### src/rtl/utlc_pkg.sv
// types and constants shared by the tank level classifier modules
`timescale 1ns / 1ps
package utlc_pkg;

    localparam int ECHO_W   = 16;
    localparam int DIST_W   = 21;
    localparam int LEVEL_W  = 10;
    localparam int CLASS_W  = 3;
    localparam int COUNT_W  = 8;
    localparam int HEIGHT_W = 10;
    localparam int PCT_W    = 7;
    localparam int DEPTH_W  = 20;
    localparam int CFG_AW   = 3;
    localparam int CFG_DW   = 10;
    localparam int OUT_DW   = 48;

    localparam int DIV_STEPS = DEPTH_W;
    localparam int DIV_CNT_W = $clog2(DIV_STEPS);

    localparam logic [DIST_W-1:0]  DIST_SAT      = '1;
    localparam logic [LEVEL_W-1:0] LEVEL_MAX     = 10'd1000;
    localparam logic [COUNT_W-1:0] COUNT_MAX     = '1;
    localparam logic [COUNT_W-1:0] ERROR_LIMIT   = 8'd5;
    localparam logic [DEPTH_W-1:0] MCM_PER_CM    = 20'd1000;

    localparam logic [CFG_AW-1:0] REG_TANK_HEIGHT = 3'd0;
    localparam logic [CFG_AW-1:0] REG_EMPTY_MAX   = 3'd1;
    localparam logic [CFG_AW-1:0] REG_LOW_MAX     = 3'd2;
    localparam logic [CFG_AW-1:0] REG_HALF_MAX    = 3'd3;
    localparam logic [CFG_AW-1:0] REG_HIGH_MAX    = 3'd4;

    localparam logic [HEIGHT_W-1:0] HEIGHT_RESET    = 10'd100;
    localparam logic [PCT_W-1:0]    EMPTY_MAX_RESET = 7'd10;
    localparam logic [PCT_W-1:0]    LOW_MAX_RESET   = 7'd30;
    localparam logic [PCT_W-1:0]    HALF_MAX_RESET  = 7'd60;
    localparam logic [PCT_W-1:0]    HIGH_MAX_RESET  = 7'd90;

    localparam logic [CLASS_W-1:0] CLASS_UNKNOWN = 3'd0;
    localparam logic [CLASS_W-1:0] CLASS_ERROR   = 3'd1;
    localparam logic [CLASS_W-1:0] CLASS_EMPTY   = 3'd2;
    localparam logic [CLASS_W-1:0] CLASS_LOW     = 3'd3;
    localparam logic [CLASS_W-1:0] CLASS_HALF    = 3'd4;
    localparam logic [CLASS_W-1:0] CLASS_HIGH    = 3'd5;
    localparam logic [CLASS_W-1:0] CLASS_FULL    = 3'd6;

    typedef enum logic [2:0] {
        ST_IDLE,
        ST_DIST,
        ST_DEPTH,
        ST_DIV,
        ST_COMMIT
    } state_t;

    typedef struct packed {
        logic [HEIGHT_W-1:0] height_cm;
        logic [PCT_W-1:0]    empty_max_pct;
        logic [PCT_W-1:0]    low_max_pct;
        logic [PCT_W-1:0]    half_max_pct;
        logic [PCT_W-1:0]    high_max_pct;
    } cfg_t;

    typedef struct packed {
        logic load;
        logic calc_dist;
        logic div_init;
        logic div_step;
        logic commit;
    } cmd_t;

    typedef struct packed {
        logic timeout;
        logic div_last;
        logic out_busy;
    } stat_t;

endpackage

### src/rtl/ultrasonic_tank_level_classifier.sv
// Ultrasonic tank level classifier top level. After acceptance a valid
// reading goes through a step for distance and tank height in thousandths
// of a cm, a step to form the depth, 20 steps of the bit-serial restoring
// divider that yields the level, and a step to classify and update the
// held state. A timeout (zero width) skips the depth and divider steps.
// No new reading is taken while one is in progress; input is accepted again
// once the result has been registered. The result waits in an output register
// until taken, and the next result is held back only if the previous
// transaction is still pending.
`timescale 1ns / 1ps
module ultrasonic_tank_level_classifier
    import utlc_pkg::*;
#(
    parameter int ECHO_BITS = 16
) (
    input  logic              aclk,
    input  logic              aresetn,
    input  logic              s_tvalid,
    output logic              s_tready,
    input  logic [ECHO_W-1:0] s_tdata,   // echo_width_us
    output logic              m_tvalid,
    input  logic              m_tready,
    // distance_mcm, level_permille, level_class, error_count, zero pad
    output logic [OUT_DW-1:0] m_tdata,
    input  logic              cfg_valid,
    output logic              cfg_ready,
    input  logic [CFG_AW-1:0] cfg_addr,
    input  logic [CFG_DW-1:0] cfg_data
);

    cfg_t  cfg;
    cmd_t  cmd;
    stat_t stat;

    utlc_regs u_regs (
        .aclk      (aclk),
        .aresetn   (aresetn),
        .cfg_valid (cfg_valid),
        .cfg_ready (cfg_ready),
        .cfg_addr  (cfg_addr),
        .cfg_data  (cfg_data),
        .cfg       (cfg)
    );

    utlc_ctrl u_ctrl (
        .aclk     (aclk),
        .aresetn  (aresetn),
        .s_tvalid (s_tvalid),
        .s_tready (s_tready),
        .stat     (stat),
        .cmd      (cmd)
    );

    utlc_dp #(
        .ECHO_BITS (ECHO_BITS)
    ) u_dp (
        .aclk     (aclk),
        .aresetn  (aresetn),
        .echo_in  (s_tdata),
        .cfg      (cfg),
        .cmd      (cmd),
        .stat     (stat),
        .m_tvalid (m_tvalid),
        .m_tready (m_tready),
        .m_tdata  (m_tdata)
    );

endmodule

### src/rtl/utlc_regs.sv
// configuration register file for height and class thresholds
`timescale 1ns / 1ps
module utlc_regs
    import utlc_pkg::*;
(
    input  logic              aclk,
    input  logic              aresetn,
    input  logic              cfg_valid,
    output logic              cfg_ready,
    input  logic [CFG_AW-1:0] cfg_addr,
    input  logic [CFG_DW-1:0] cfg_data,
    output cfg_t              cfg
);

    cfg_t cfg_reg;
    cfg_t cfg_next;

    assign cfg_ready = 1'b1;
    assign cfg      = cfg_reg;

    always_comb begin
        cfg_next = cfg_reg;
        if (cfg_valid) begin
            case (cfg_addr)
                REG_TANK_HEIGHT: cfg_next.height_cm      = cfg_data[HEIGHT_W-1:0];
                REG_EMPTY_MAX:   cfg_next.empty_max_pct  = cfg_data[PCT_W-1:0];
                REG_LOW_MAX:     cfg_next.low_max_pct    = cfg_data[PCT_W-1:0];
                REG_HALF_MAX:    cfg_next.half_max_pct   = cfg_data[PCT_W-1:0];
                REG_HIGH_MAX:    cfg_next.high_max_pct   = cfg_data[PCT_W-1:0];
                default:         cfg_next = cfg_reg;
            endcase
        end
    end

    always_ff @(posedge aclk) begin
        if (!aresetn) begin
            cfg_reg.height_cm      <= HEIGHT_RESET;
            cfg_reg.empty_max_pct  <= EMPTY_MAX_RESET;
            cfg_reg.low_max_pct    <= LOW_MAX_RESET;
            cfg_reg.half_max_pct   <= HALF_MAX_RESET;
            cfg_reg.high_max_pct   <= HIGH_MAX_RESET;
        end else begin
            cfg_reg <= cfg_next;
        end
    end

endmodule

### src/rtl/utlc_ctrl.sv
// sequencing state machine for one reading
`timescale 1ns / 1ps
module utlc_ctrl
    import utlc_pkg::*;
(
    input  logic  aclk,
    input  logic  aresetn,
    input  logic  s_tvalid,
    output logic  s_tready,
    input  stat_t stat,
    output cmd_t  cmd
);

    state_t state_reg;
    state_t state_next;

    always_comb begin
        state_next = state_reg;
        case (state_reg)
            ST_IDLE: begin
                if (s_tvalid) state_next = ST_DIST;
            end
            ST_DIST: begin
                state_next = stat.timeout ? ST_COMMIT : ST_DEPTH;
            end
            ST_DEPTH: begin
                state_next = ST_DIV;
            end
            ST_DIV: begin
                if (stat.div_last) state_next = ST_COMMIT;
            end
            ST_COMMIT: begin
                if (!stat.out_busy) state_next = ST_IDLE;
            end
            default: state_next = ST_IDLE;
        endcase
    end

    always_comb begin
        s_tready = 1'b0;
        cmd      = '0;
        case (state_reg)
            ST_IDLE: begin
                s_tready = 1'b1;
                cmd.load = s_tvalid;
            end
            ST_DIST:   cmd.calc_dist = 1'b1;
            ST_DEPTH:  cmd.div_init  = 1'b1;
            ST_DIV:    cmd.div_step  = 1'b1;
            ST_COMMIT: cmd.commit    = !stat.out_busy;
            default: begin
                s_tready = 1'b0;
                cmd      = '0;
            end
        endcase
    end

    always_ff @(posedge aclk) begin
        if (!aresetn) begin
            state_reg <= ST_IDLE;
        end else begin
            state_reg <= state_next;
        end
    end

endmodule

### src/rtl/utlc_dp.sv
// distance, depth, bit-serial level divider, classification and held state
`timescale 1ns / 1ps
module utlc_dp
    import utlc_pkg::*;
#(
    parameter int ECHO_BITS = 16
) (
    input  logic              aclk,
    input  logic              aresetn,
    input  logic [ECHO_W-1:0] echo_in,
    input  cfg_t              cfg,
    input  cmd_t              cmd,
    output stat_t             stat,
    output logic              m_tvalid,
    input  logic              m_tready,
    output logic [OUT_DW-1:0] m_tdata
);

    localparam int USED_BITS = (ECHO_BITS < ECHO_W) ? ECHO_BITS : ECHO_W;
    localparam int PROD_W    = DIST_W + 5;
    localparam int PAD_W     = OUT_DW - DIST_W - LEVEL_W - CLASS_W - COUNT_W;

    logic [USED_BITS-1:0] width_reg;
    logic                 timeout_reg;
    logic [DIST_W-1:0]    dist_reg;
    logic [DEPTH_W-1:0]   hmcm_reg;
    logic [DEPTH_W-1:0]   quot_reg;
    logic [HEIGHT_W-1:0]  rem_reg;
    logic [DIV_CNT_W-1:0] div_cnt_reg;

    logic [COUNT_W-1:0]   fail_run_reg;
    logic [DIST_W-1:0]    held_distance_reg;
    logic [LEVEL_W-1:0]   held_level_reg;
    logic [CLASS_W-1:0]   held_class_reg;
    logic                 m_tvalid_reg;
    logic [OUT_DW-1:0]    m_tdata_reg;

    logic [PROD_W-1:0]    prod;
    logic [DIST_W-1:0]    dist_next;
    logic [DEPTH_W-1:0]   hmcm_next;
    logic [DEPTH_W-1:0]   depth;
    logic [HEIGHT_W:0]    rem_shift;
    logic                 rem_ge;
    logic [LEVEL_W-1:0]   level;
    logic [PCT_W+3:0]     lvl_cmp;
    logic [CLASS_W-1:0]   class_new;
    logic [COUNT_W-1:0]   fail_run_next;
    logic [DIST_W-1:0]    held_distance_next;
    logic [LEVEL_W-1:0]   held_level_next;
    logic [CLASS_W-1:0]   held_class_next;

    // distance = width * 17, saturated to the field width
    assign prod      = (PROD_W'(width_reg) << 4) + PROD_W'(width_reg);
    assign dist_next = (prod > PROD_W'(DIST_SAT)) ? DIST_SAT : prod[DIST_W-1:0];
    assign hmcm_next = DEPTH_W'(cfg.height_cm) * MCM_PER_CM;

    assign depth = (dist_reg >= DIST_W'(hmcm_reg)) ? '0
                 : hmcm_reg - dist_reg[DEPTH_W-1:0];

    // restoring divide step
    assign rem_shift = {rem_reg, quot_reg[DEPTH_W-1]};
    assign rem_ge    = rem_shift >= {1'b0, cfg.height_cm};

    always_comb begin
        if (cfg.height_cm == '0) begin
            level = '0;
        end else if (quot_reg > DEPTH_W'(LEVEL_MAX)) begin
            level = LEVEL_MAX;
        end else begin
            level = quot_reg[LEVEL_W-1:0];
        end
    end

    assign lvl_cmp = (PCT_W+4)'(level);

    always_comb begin
        if (lvl_cmp <= (PCT_W+4)'(cfg.empty_max_pct) * (PCT_W+4)'(10)) begin
            class_new = CLASS_EMPTY;
        end else if (lvl_cmp <= (PCT_W+4)'(cfg.low_max_pct) * (PCT_W+4)'(10)) begin
            class_new = CLASS_LOW;
        end else if (lvl_cmp <= (PCT_W+4)'(cfg.half_max_pct) * (PCT_W+4)'(10)) begin
            class_new = CLASS_HALF;
        end else if (lvl_cmp <= (PCT_W+4)'(cfg.high_max_pct) * (PCT_W+4)'(10)) begin
            class_new = CLASS_HIGH;
        end else begin
            class_new = CLASS_FULL;
        end
    end

    always_comb begin
        fail_run_next      = fail_run_reg;
        held_distance_next = held_distance_reg;
        held_level_next    = held_level_reg;
        held_class_next    = held_class_reg;
        if (timeout_reg) begin
            if (fail_run_reg != COUNT_MAX) fail_run_next = fail_run_reg + 1'b1;
            if (fail_run_next > ERROR_LIMIT) held_class_next = CLASS_ERROR;
        end else begin
            fail_run_next      = '0;
            held_distance_next = dist_reg;
            held_level_next    = level;
            held_class_next    = class_new;
        end
    end

    assign stat.timeout  = timeout_reg;
    assign stat.div_last = div_cnt_reg == DIV_CNT_W'(DIV_STEPS - 1);
    assign stat.out_busy = m_tvalid_reg && !m_tready;

    assign m_tvalid = m_tvalid_reg;
    assign m_tdata  = m_tdata_reg;

    always_ff @(posedge aclk) begin
        if (cmd.load) begin
            width_reg   <= echo_in[USED_BITS-1:0];
            timeout_reg <= echo_in[USED_BITS-1:0] == '0;
        end
        if (cmd.calc_dist) begin
            dist_reg <= dist_next;
            hmcm_reg <= hmcm_next;
        end
        if (cmd.div_init) begin
            quot_reg    <= depth;
            rem_reg     <= '0;
            div_cnt_reg <= '0;
        end else if (cmd.div_step) begin
            quot_reg    <= {quot_reg[DEPTH_W-2:0], rem_ge};
            rem_reg     <= rem_ge ? HEIGHT_W'(rem_shift - {1'b0, cfg.height_cm})
                                  : rem_shift[HEIGHT_W-1:0];
            div_cnt_reg <= div_cnt_reg + 1'b1;
        end
        if (cmd.commit) begin
            m_tdata_reg <= {{PAD_W{1'b0}}, fail_run_next, held_class_next,
                            held_level_next, held_distance_next};
        end
    end

    always_ff @(posedge aclk) begin
        if (!aresetn) begin
            fail_run_reg      <= '0;
            held_distance_reg <= '0;
            held_level_reg    <= '0;
            held_class_reg    <= CLASS_UNKNOWN;
            m_tvalid_reg      <= 1'b0;
        end else begin
            if (cmd.commit) begin
                fail_run_reg      <= fail_run_next;
                held_distance_reg <= held_distance_next;
                held_level_reg    <= held_level_next;
                held_class_reg    <= held_class_next;
                m_tvalid_reg      <= 1'b1;
            end else if (m_tready) begin
                m_tvalid_reg      <= 1'b0;
            end
        end
    end

    a_commit_free: assert property (@(posedge aclk) disable iff (!aresetn)
        cmd.commit |-> !(m_tvalid_reg && !m_tready))
        else $error("result committed over an untaken transaction");

    a_good_clears: assert property (@(posedge aclk) disable iff (!aresetn)
        (cmd.commit && !timeout_reg) |=> fail_run_reg == '0)
        else $error("valid reading did not clear the error count");

    a_error_class: assert property (@(posedge aclk) disable iff (!aresetn)
        held_class_reg == CLASS_ERROR |-> fail_run_reg > ERROR_LIMIT)
        else $error("error class without enough timeouts");

    a_level_range: assert property (@(posedge aclk) disable iff (!aresetn)
        held_level_reg <= LEVEL_MAX)
        else $error("held level above full scale");

endmodule
### config.mk
export PLATFORM = sky130hd
export DESIGN_NAME = ultrasonic_tank_level_classifier
export DESIGN_NICKNAME = d
export VERILOG_FILES = /design/src/rtl/utlc_pkg.sv /design/src/rtl/ultrasonic_tank_level_classifier.sv /design/src/rtl/utlc_regs.sv /design/src/rtl/utlc_ctrl.sv /design/src/rtl/utlc_dp.sv
export SDC_FILE = /design/constraint.sdc
export NUM_CORES = 1
export LEC_CHECK = 0
export ABC_AREA = 1
export ABC_CLOCK_PERIOD_IN_PS = 5750
export BUFFER_PORTS_ARGS = -buffer_cell sky130_fd_sc_hd__buf_4
export CELL_PAD_IN_SITES_DETAIL_PLACEMENT = 0
export CELL_PAD_IN_SITES_GLOBAL_PLACEMENT = 2
export CORE_MARGIN = 3
export CORE_UTILIZATION = 38
export CTS_CLUSTER_SIZE = 14
export DETAILED_ROUTE_END_ITERATION = 10
export MAX_ROUTING_LAYER = met4
export PLACE_DENSITY = 0.85
export SYNTH_ARGS = -nofsm -noshare
export SYNTH_HDL_FRONTEND = slang
export SYNTH_SLANG_ARGS = --single-unit
### constraint.sdc
create_clock -name aclk -period 5.75 [get_ports aclk]
set_input_delay 0.575 -clock aclk [delete_from_list [all_inputs] [get_ports aclk]]
set_output_delay 0.575 -clock aclk [all_outputs]
set_load 0.01 [all_outputs]
==> metrics.csv, run 1 <==
stage;metric;value;unit
run_status;status;completed;
setup_path;critPathMaxFanout;6;
floorplan;start_util;38.7;%
logic_synthesis;postSynthRegisterBits;216;
floorplan;core;0.0369;mm2
timing;layout_min_cycle_time;4450;ps
pwr;p_switching;1.98;mW
clock_network;cts-resized-gates;0;
clock_network;numCtsBuffers;27;
clock_network;clock_path_buffers;3;
logic_synthesis;synth_area_per_cell;8.55;um2
timing;period_share;77.3;%
drt;routed_wirelength;34.2;mm
global_route;grt_pass1_vias;10737;
hold_path;worstHoldPathCells;1;
logic_synthesis;postSynthCellCount;1670;
setup_path;cp.arrival;4750;ps
timing;setup_viol;0;
global_route;grt_pass1_wl;55.8;mm
logic_synthesis;async_reset_ff_share;0;%
timing;fin_skew;38.7;ps
logic_synthesis;netlist_area;0.0143;mm2
setup_path;crit_top_cell;inv_1;
setup_path;slowest_stage;fa_1;
pwr;combinationalPowerShare;33.0;%
finish;fin_util;44.2;%
logic_synthesis;synth-main-ff-cell;edfxtp_1;
drt;vias;10999;
setup_path;worst-path-buf-inv;5;
timing;worst_pin_slew;1120;ps
placed_design;port_buffers;77;
timing;relSlewSlack;25.3;%
drt;dr.first_iter.drc_count;525;
setup_path;reg2reg_depth;16;
clock_network;htreeDepth;1;
finish;final_cell_count_no_fill;2272;
clock_network;clkLatencyLatePin;560;ps
finish;layout-drive-gt1-share;8.26;%
floorplan;rows;70;
timing;tns;0;ps
timing;slew_violations;0;
placed_design;dp.cells;2221;
drt;wl_per_cell;15.1;um
drt;drc;0;
pwr;p_int;3.64;mW
clock_network;ctsHoldBuffers;0;
global_route;track_usage;17.9;%
finish;final_net_count;1995;
drt;first_pass_iters;5;
clock_network;cts_tree;done;
pwr;power_density;345;mW/mm2
setup_path;cp_top_family;adder cells;
clock_network;clkTransAtPathRegs;60;ps
floorplan;dieArea;0.0400;mm2
setup_path;crit_path_cell_trace;inv_1 > ha_1 > inv_1 > fa_1 > inv_1 > fa_1 > inv_1 > fa_1 > inv_1 > ha_1 > a21o_1 > nor2_1 > o21ai_2 > a21boi_0 > o21ai_0 > xor2_1;
placed_design;finalWeightedCongestion;0.867;
timing;rsz0062_at_grt;no;
logic_synthesis;synth.distinct_cells;47;
pwr;p_sw_share;35.2;%
pwr;seqPwrFrac;36.6;%
finish;largest_reg_flops;42;
floorplan;die_y;200;um
timing;hold_viol_final;0;
finish;fill_cells;3655;
logic_synthesis;synth-seq-area-share;38.5;%
floorplan;pin_count;85;
setup_path;criticalPathCategory;register to register;
setup_path;slowest_delay;530;ps
global_route;overflow;0;
clock_network;clockRootBuffer;clkbuf_16;
finish;syn2layout_area_growth;14.0;%
hold_path;hold_path_class;input port to register;
setup_path;required;6050;ps
setup_path;endpoint_kind;register;
flow_run;cap_violations;0;
logic_synthesis;synth_edf_count;117;
global_route;grt_max_degree;68;
timing;fmax;225;MHz
clock_network;cts.sinks;216;
clock_network;postCtsSetupBuffers;0;
drt;vias_per_cell;4.84;
floorplan;die_w;200;um
pwr;total_power;5.62;mW
placed_design;place.detailed.hpwl;26.4;mm
pwr;clock_power_share;30.4;%
logic_synthesis;synth_warnings;0;
drt;detail-route-antenna-nets;0;
global_route;antenna_found_initial;1;
pwr;leakage;7.57;nW
setup_path;path_depth;16;
setup_path;startpoint_type;register;
pwr;max-vdd-ir-drop;0.192;mV
[metrics by stage]
step                cell area, um2  setup WS [ps]  hold slack [ps]
finish                       16300           1300              203
global route                 16300           1040              172
CTS                          16300           1300              182
detailed placement           15400           1280              448
global placement             15400           1320              435
floorplan                    14300           1610              425
[final cells by class]
cell class,instances,area (um2),share of cell area (%)
sequential,216,5500,33.8
clock inverter,11,121,0.745
tap,504,631,3.87
multi-input combinational,1164,7660,47.0
timing repair buffer,86,646,3.97
antenna,1,2.50,0.0154
clock buffer,39,783,4.81
inverter,251,942,5.79
[kinds of logic after synthesis]
| kind of cell | count (synthesis) | share of synthesized area [%] |
|---|---|---|
| AOI/OAI and AO/OA | 310 | 11.9 |
| xor gates and xnor gates | 70 | 4.29 |
| adders and majority gates | 215 | 20.7 |
| buffers and inverters | 295 | 8.13 |
| DFF | 216 | 38.5 |
| other | 2 | 0.0526 |
| and+or+nand+nor | 562 | 16.4 |
[synth_stat cells, types with 6 or more instances]
master | count | area [um2]
nand2_1 | 349 | 1310
inv_1 | 248 | 931
ha_1 | 179 | 2240
a21oi_1 | 134 | 671
o21ai_0 | 118 | 591
edfxtp_1 | 117 | 3510
dfxtp_1 | 99 | 1980
nor2_1 | 85 | 319
nand3_1 | 70 | 350
xor2_1 | 51 | 447
fa_1 | 36 | 721
clkbuf_1 | 24 | 90.1
xnor2_1 | 19 | 166
nor3_1 | 17 | 85.1
nand4_1 | 16 | 100
o21bai_1 | 16 | 120
buf_2 | 10 | 50.1
a21o_1 | 9 | 67.6
o211ai_1 | 9 | 67.6
a22o_1 | 7 | 61.3
buf_4 | 7 | 52.6
nor2_2 | 6 | 37.5
nor4_1 | 6 | 37.5
[cell usage in the layout (no fill, tap or decap), drive strengths merged, types with 2 or more instances in the layout]
cell type	instances
a21boi	3
a21o	9
a21oi	135
a22o	7
a31oi	4
buf	86
bufinv	2
clkbuf	39
clkinv	9
conb	7
dfxtp	99
edfxtp	117
fa	36
ha	179
inv	250
nand2	351
nand3	70
nand3b	4
nand4	16
nor2	93
nor3	18
nor4	6
o211ai	9
o21ai	121
o21bai	16
or2	2
xnor2	19
xor2	51
[worst reg2reg max path: cells and delay by family (launching register included)]
| kind | cells | cell delay (ps) |
|---|---|---|
| adder cells (fa/ha/maj) | 5 | 2210 |
| AO/OA/AOI/OAI | 4 | 720 |
| flip-flops | 1 | 490 |
| buffers and inverters | 5 | 400 |
| AND/OR/NAND/NOR | 1 | 250 |
| XOR/XNOR | 1 | 150 |
[power groups by stage]
stage / sequential [mW] / combinational, mW / clock [mW]
after floorplan: 2.03 / 1.43 / 0
after detailed placement: 2.09 / 1.87 / 0
after global placement: 2.09 / 1.85 / 0
final: 2.06 / 1.86 / 1.71
after CTS: 2.06 / 1.88 / 1.75
after global routing: 2.08 / 2.16 / 1.82
[worst paths after layout]
check	startpoint	endpoint	slack [ps]
worst max-delay path	u_regs.cfg[33]	u_dp.hmcm_reg[17]	1300
worst min-delay path	s_tdata[3]	u_dp.width_reg[3]	200
worst max register to register	u_regs.cfg[33]	u_dp.hmcm_reg[17]	1300
worst min register to register	u_dp.held_distance_reg[19]	u_dp.held_distance_reg[19]	460
[metal layers]
metal / share of wire (%) / up-vias / global-route usage [%]
met3: 4.0 / 45 / 2.10
li1: - / 5690 / -
met1: 49 / 5090 / 24.5
met4: 2.0 / 0 / 3.90
met5: 0 / - / -
met2: 45 / 174 / 28.8
No activity file was read; power rests on OpenSTA's default activity.
==> run 2: changes to the inputs <==
- ABC_CLOCK_PERIOD_IN_PS: 5750 -> 4400
- clock period: 5.75 -> 4.4 ns (I/O delays scaled with it)
==> run 2 against run 1 <==
Setup slack worse by 1100 ps. First-iteration DRC count is 11% higher. Final cell count rose by 0.26%. Clock power up 17%. Critical endpoint is now u_dp.hmcm_reg[18]. Clock-buffer cell count fell by 3. Fmax grew 6.7%. Combinational power is 32% higher. Global-route usage grew 0.24 points. Largest power group unchanged.
==> metrics.csv, run 2 (same netlist as run 1, synthesis figures left out) <==
stage;metric;value;unit;change
setup_path;crit_top_cell;fa_1;;
timing;setup_viol;0;;unchanged
drt;vias;10984;;-0.14%
floorplan;pin_count;85;;unchanged
finish;diodes;0;;-1
floorplan;die_y;200;um;unchanged
finish;layout-drive-gt1-share;8.68;%;+0.42 points
finish;largest_reg_flops;42;;unchanged
finish;final_common_cell;nand2_1;;
pwr;leakage;7.57;nW;about the same
timing;tns;0;ps;unchanged
setup_path;cp_top_family;adder cells;;
drt;detail-route-antenna-nets;0;;unchanged
clock_network;clkLatencyLatePin;550;ps;about the same
timing;rsz0062_at_grt;no;;
setup_path;required;4670;ps;-1380 ps
global_route;antenna_found_initial;1;;unchanged
setup_path;endpoint_kind;register;;
setup_path;crit_path_cell_trace;buf_4 > fa_1 > inv_1 > fa_1 > fa_1 > inv_1 > fa_1 > ha_1 > a21oi_1 > nand2_1 > a21o_1 > a31oi_2 > o21ai_0 > xor2_1;;
finish;fin_area;0.0163;mm2;-0.14%
timing;period_share;94.7;%;+17 points
drt;drc;0;;unchanged
clock_network;clockRootBuffer;clkbuf_16;;
timing;fin_skew;24.7;ps;-14.1 ps
drt;vias_per_cell;4.82;;-0.40%
floorplan;start_util;38.7;%;unchanged
clock_network;clkTransAtPathRegs;60;ps;about the same
clock_network;clock_path_buffers;3;;unchanged
timing;fmax;240;MHz;+6.7%
drt;dr.first_iter.drc_count;585;;+11%
timing;hold_viol_final;0;;unchanged
pwr;power_density;439;mW/mm2;+27%
finish;final_net_count;2005;;+0.50%
run_status;status;completed;;
global_route;grt_max_degree;67;;-1.5%
pwr;max-vdd-ir-drop;0.244;mV;+27%
drt;first_pass_iters;5;;unchanged
setup_path;criticalPathCategory;register to register;;
floorplan;rows;70;;unchanged
timing;relSlewSlack;23.9;%;-1.4 points
floorplan;die_w;200;um;unchanged
finish;syn2layout_area_growth;13.8;%;
placed_design;place.detailed.hpwl;26.5;mm;+0.34%
setup_path;slowest_stage;fa_1;;
global_route;grt_pass1_vias;10590;;-1.4%
placed_design;finalWeightedCongestion;0.851;;-1.9%
floorplan;dieArea;0.0400;mm2;unchanged
setup_path;slowest_delay;530;ps;about the same
timing;worst_pin_slew;1140;ps;+21.0 ps
drt;routed_wirelength;34.4;mm;+0.55%
flow_run;cap_violations;0;;unchanged
drt;wl_per_cell;15.1;um;+0.29%
setup_path;critPathMaxFanout;6;;unchanged
global_route;track_usage;18.1;%;+0.24 points
timing;slew_violations;0;;unchanged
floorplan;core;0.0369;mm2;unchanged
placed_design;port_buffers;77;;unchanged
clock_network;htreeDepth;1;;unchanged
global_route;grt_pass1_wl;56.2;mm;+0.72%
global_route;overflow;0;;unchanged
clock_network;cts.sinks;216;;unchanged
setup_path;worst-path-buf-inv;3;;-2
clock_network;cts_tree;done;;
setup_path;startpoint_type;register;;
clock_network;numCtsBuffers;26;;-3.7%
finish;mostFrequentLayoutCells;nand2_1, inv_1, ha_1, a21oi_1, o21ai_0;;
timing;layout_min_cycle_time;4170;ps;-278 ps
placed_design;placed_area;0.0155;mm2;+0.54%
hold_path;hold_path_class;input port to register;;
setup_path;cp.arrival;4440;ps;-310 ps
==> run 2: cell count changes in the layout (fill, tap and decap cells not counted) <==
cell,delta
diode_2,-1
clkbuf_8,-1
buf_4,+11
clkinv_2,+1
a31oi_1,-1
a21boi_1,+1
a21boi_0,-1
a31oi_2,+1
bufinv_16,-2
inv_16,-1
clkinv_16,+1
clkbuf_16,-2
==> run 2: worst paths after layout <==
kind	start	endpoint	slack, ps	depth (start not counted)
setup / recovery	u_regs.cfg[29]	u_dp.hmcm_reg[18]	230	14
hold / removal	s_tdata[9]	u_dp.width_reg[9]	80	1
setup reg to reg	u_regs.cfg[29]	u_dp.hmcm_reg[18]	230	14
hold reg to reg	u_dp.held_distance_reg[19]	u_dp.held_distance_reg[19]	450	2
==> run 2: layer usage <==
| metal | GRT usage [%] | part of all wire, % | vias to the layer above |
|---|---|---|---|
| li1 | - | - | 5695 |
| met1 | 25.2 | 49 | 5055 |
| met2 | 28.8 | 45 | 191 |
| met3 | 2.20 | 4.0 | 43 |
| met4 | 3.70 | 1.9 | 0 |
| met5 | - | 0 | - |
==> run 2: cell type report <==
cell class,instances,area (um2)
clock buffer,36,719
clock inverter,10,76.3
fill,3619,20600
inverter,251,942
multi-input combinational,1164,7670
sequential,216,5500
tap,504,631
timing repair buffer,97,728
==> run 2: power by group <==
part / total, mW / internal (mW) / switching (mW) / leakage [nW]
combinational: 2.46 / 0.935 / 1.53 / 5.30
sequential: 2.68 / 2.49 / 0.191 / 1.88
clock: 2.00 / 1.14 / 0.855 / 0.390
==> run 2: repair_timing <==
item,in CTS,in global routing
buffers inserted,0,0
hold buffers,0,0
endpoints found under the setup margin,0,2
resized for setup,0,2
==> run 2: metrics by stage <==
step           total power, mW  std cells  hold slack (ps)  util, %  setup WS (ps)
6_report                  7.15       2278             75.3     44.1            232
5_1_grt                   7.72       2278             42.8     44.1           38.3
3_5_place_dp              5.20       2232              449     41.9            168
2_1_floorplan             4.52       1675              425        -            261
4_1_cts                   7.24       2278             42.2     44.1            140
3_3_place_gp              5.18       2232              439     41.9            185
==> run 3: changes to the inputs <==
- SETUP_SLACK_MARGIN: not set -> 0.4
==> run 3 against run 2 <==
Sequential power about the same. Die area did not move. Register-to-register slack better by 280 ps. Non-clock buffer count up 4. Final area grew 1.3%. Clock power rose by 9%. Fmax rose by 7.2%. Core utilization increased by 0.58 points.
==> metrics.csv, run 3 (same netlist as run 1, synthesis figures left out) <==
stage;metric;value;unit;change
timing;worst_pin_slew;1130;ps;-11.3 ps
clock_network;numCtsBuffers;27;;+3.8%
clock_network;clkTransAtPathRegs;60;ps;about the same
finish;final_common_cell;nand2_1;;
global_route;grt_pass1_vias;10793;;+1.9%
pwr;power_density;453;mW/mm2;+3.1%
finish;diodes;0;;unchanged
timing;fin_skew;22.8;ps;-1.83 ps
global_route;antenna_found_initial;1;;unchanged
finish;final_net_count;2010;;+0.25%
clock_network;cts.sinks;216;;unchanged
placed_design;dp_slack;158;ps;-10.0 ps
placed_design;place.detailed.hpwl;26.5;mm;about the same
clock_network;ctsHoldBuffers;0;;unchanged
global_route;track_usage;18.2;%;+0.099 points
timing;relSlewSlack;24.7;%;+0.75 points
drt;drc;0;;unchanged
floorplan;die_y;200;um;unchanged
floorplan;rows;70;;unchanged
drt;routed_wirelength;34.8;mm;+1.1%
floorplan;die_w;200;um;unchanged
global_route;grt_pass1_wl;56.4;mm;+0.28%
setup_path;startpoint_type;register;;
finish;layout-drive-gt1-share;10.1;%;+1.4 points
floorplan;core;0.0369;mm2;unchanged
placed_design;port_buffers;77;;unchanged
pwr;leakage;7.63;nW;+0.83%
timing;rsz0062_at_grt;yes;;
floorplan;start_util;38.7;%;unchanged
drt;vias;11046;;+0.56%
clock_network;clock_path_buffers;3;;unchanged
floorplan;pin_count;85;;unchanged
drt;dr.first_iter.drc_count;580;;-0.85%
flow_run;cap_violations;0;;unchanged
run_status;status;completed;;
clock_network;cts_tree;done;;
timing;hold_viol_final;0;;unchanged
timing;period_share;88.4;%;-6.3 points
timing;layout_min_cycle_time;3890;ps;-278 ps
clock_network;clkLatencyLatePin;560;ps;about the same
timing;fin_ws;510;ps;+278 ps
setup_path;criticalPathCategory;register to register;;
timing;tns;0;ps;unchanged
hold_path;hold_path_class;input port to register;;
timing;fmax;257;MHz;+7.2%
setup_path;endpoint_kind;register;;
drt;detail-route-antenna-nets;0;;unchanged
setup_path;cp.arrival;4200;ps;-240 ps
setup_path;required;4710;ps;+40 ps
clock_network;clockRootBuffer;clkbuf_16;;
placed_design;finalWeightedCongestion;0.828;;-2.6%
pwr;max-vdd-ir-drop;0.244;mV;+0.15%
drt;wl_per_cell;15.2;um;+0.72%
drt;first_pass_iters;6;;+1
finish;largest_reg_flops;42;;unchanged
finish;syn2layout_area_growth;15.3;%;
drt;vias_per_cell;4.83;;+0.21%
clock_network;htreeDepth;1;;unchanged
setup_path;critPathMaxFanout;7;;+1
global_route;grt_max_degree;68;;+1.5%
timing;setup_viol;0;;unchanged
global_route;overflow;0;;unchanged
finish;mostFrequentLayoutCells;nand2_1, inv_1, ha_1, a21oi_1, edfxtp_1;;
timing;slew_violations;0;;unchanged
floorplan;dieArea;0.0400;mm2;unchanged
==> run 3: cell count changes in the layout (fill, tap and decap cells not counted), moves of 2 or more <==
| cell | before | now |
|---|---|---|
| a21oi_1 | 134 | 130 |
| ha_4 | 0 | 4 |
| buf_4 | 97 | 101 |
| dfxtp_2 | 0 | 4 |
| dfxtp_4 | 0 | 3 |
| nor2_1 | 84 | 82 |
| a21oi_2 | 1 | 5 |
| ha_1 | 179 | 175 |
| bufinv_16 | 0 | 2 |
| o21ai_0 | 118 | 116 |
| clkbuf_1 | 8 | 10 |
| clkinv_2 | 7 | 5 |
| dfxtp_1 | 99 | 92 |
==> run 3: path summary, 6_finish.rpt <==
kind | start | to | slack, ps | cells past startpoint
max | u_regs.cfg[30] | u_dp.hmcm_reg[18] | 510 | 13
min | s_tdata[5] | u_dp.width_reg[5] | 70 | 1
max reg2reg | u_regs.cfg[30] | u_dp.hmcm_reg[18] | 510 | 13
min reg2reg | u_dp.held_distance_reg[19] | u_dp.held_distance_reg[19] | 460 | 2
==> run 3: critical path, stage by stage (launching register included) <==
cell and delay [ps]:
dfxtp_4 380, fa_1 540, inv_1 60, fa_1 450, fa_1 490, inv_1 50
fa_1 480, ha_4 270, a21oi_1 140, nand2_1 110, a21o_1 240, a31oi_4 220
o21ai_2 70, xor2_1 140
==> run 3: what timing repair did <==
item | 4_1_cts | 5_1_grt
gates resized for setup | 8 | 19
endpoints found under the setup margin | 4 | 6
cloned | 0 | 0
buffers inserted | 0 | 9
pin swaps | 0 | 14
==> run 3: per-stage QoR <==
step                power, mW  util (%)  hold WS [ps]  std cells  instance area (um2)
finish                   7.47      44.7          67.0       2286                16500
global route             8.02      44.7          39.0       2286                16500
CTS                      7.45      44.3          28.8       2277                16300
detailed placement       5.19      41.8           454       2227                15400
global placement         5.18      41.8           437       2227                15400
floorplan                4.52         -           425       1675                14300
==> run 3: cell type report <==
class	count	area (um2)
Multi-Input combinational cell	1164	7760
Clock inverter	11	123
Fill cell	3615	20400
Timing Repair Buffer	101	758
Tap cell	504	631
Clock buffer	39	741
Inverter	251	942
Sequential cell	216	5510
==> run 3: routing by layer <==
layer	global-route usage (%)	wire (um)	up-vias
met5	-	0	-
met4	4.91	806	0
met3	2.23	1380	53
met2	28.9	15600	178
met1	24.9	17000	5101
li1	-	-	5714
==> run 3: report_power, final <==
group          switching, mW  internal, mW
Clock                  0.888          1.29
Sequential             0.196          2.49
Combinational           1.59          1.01
Total                   2.67          4.79
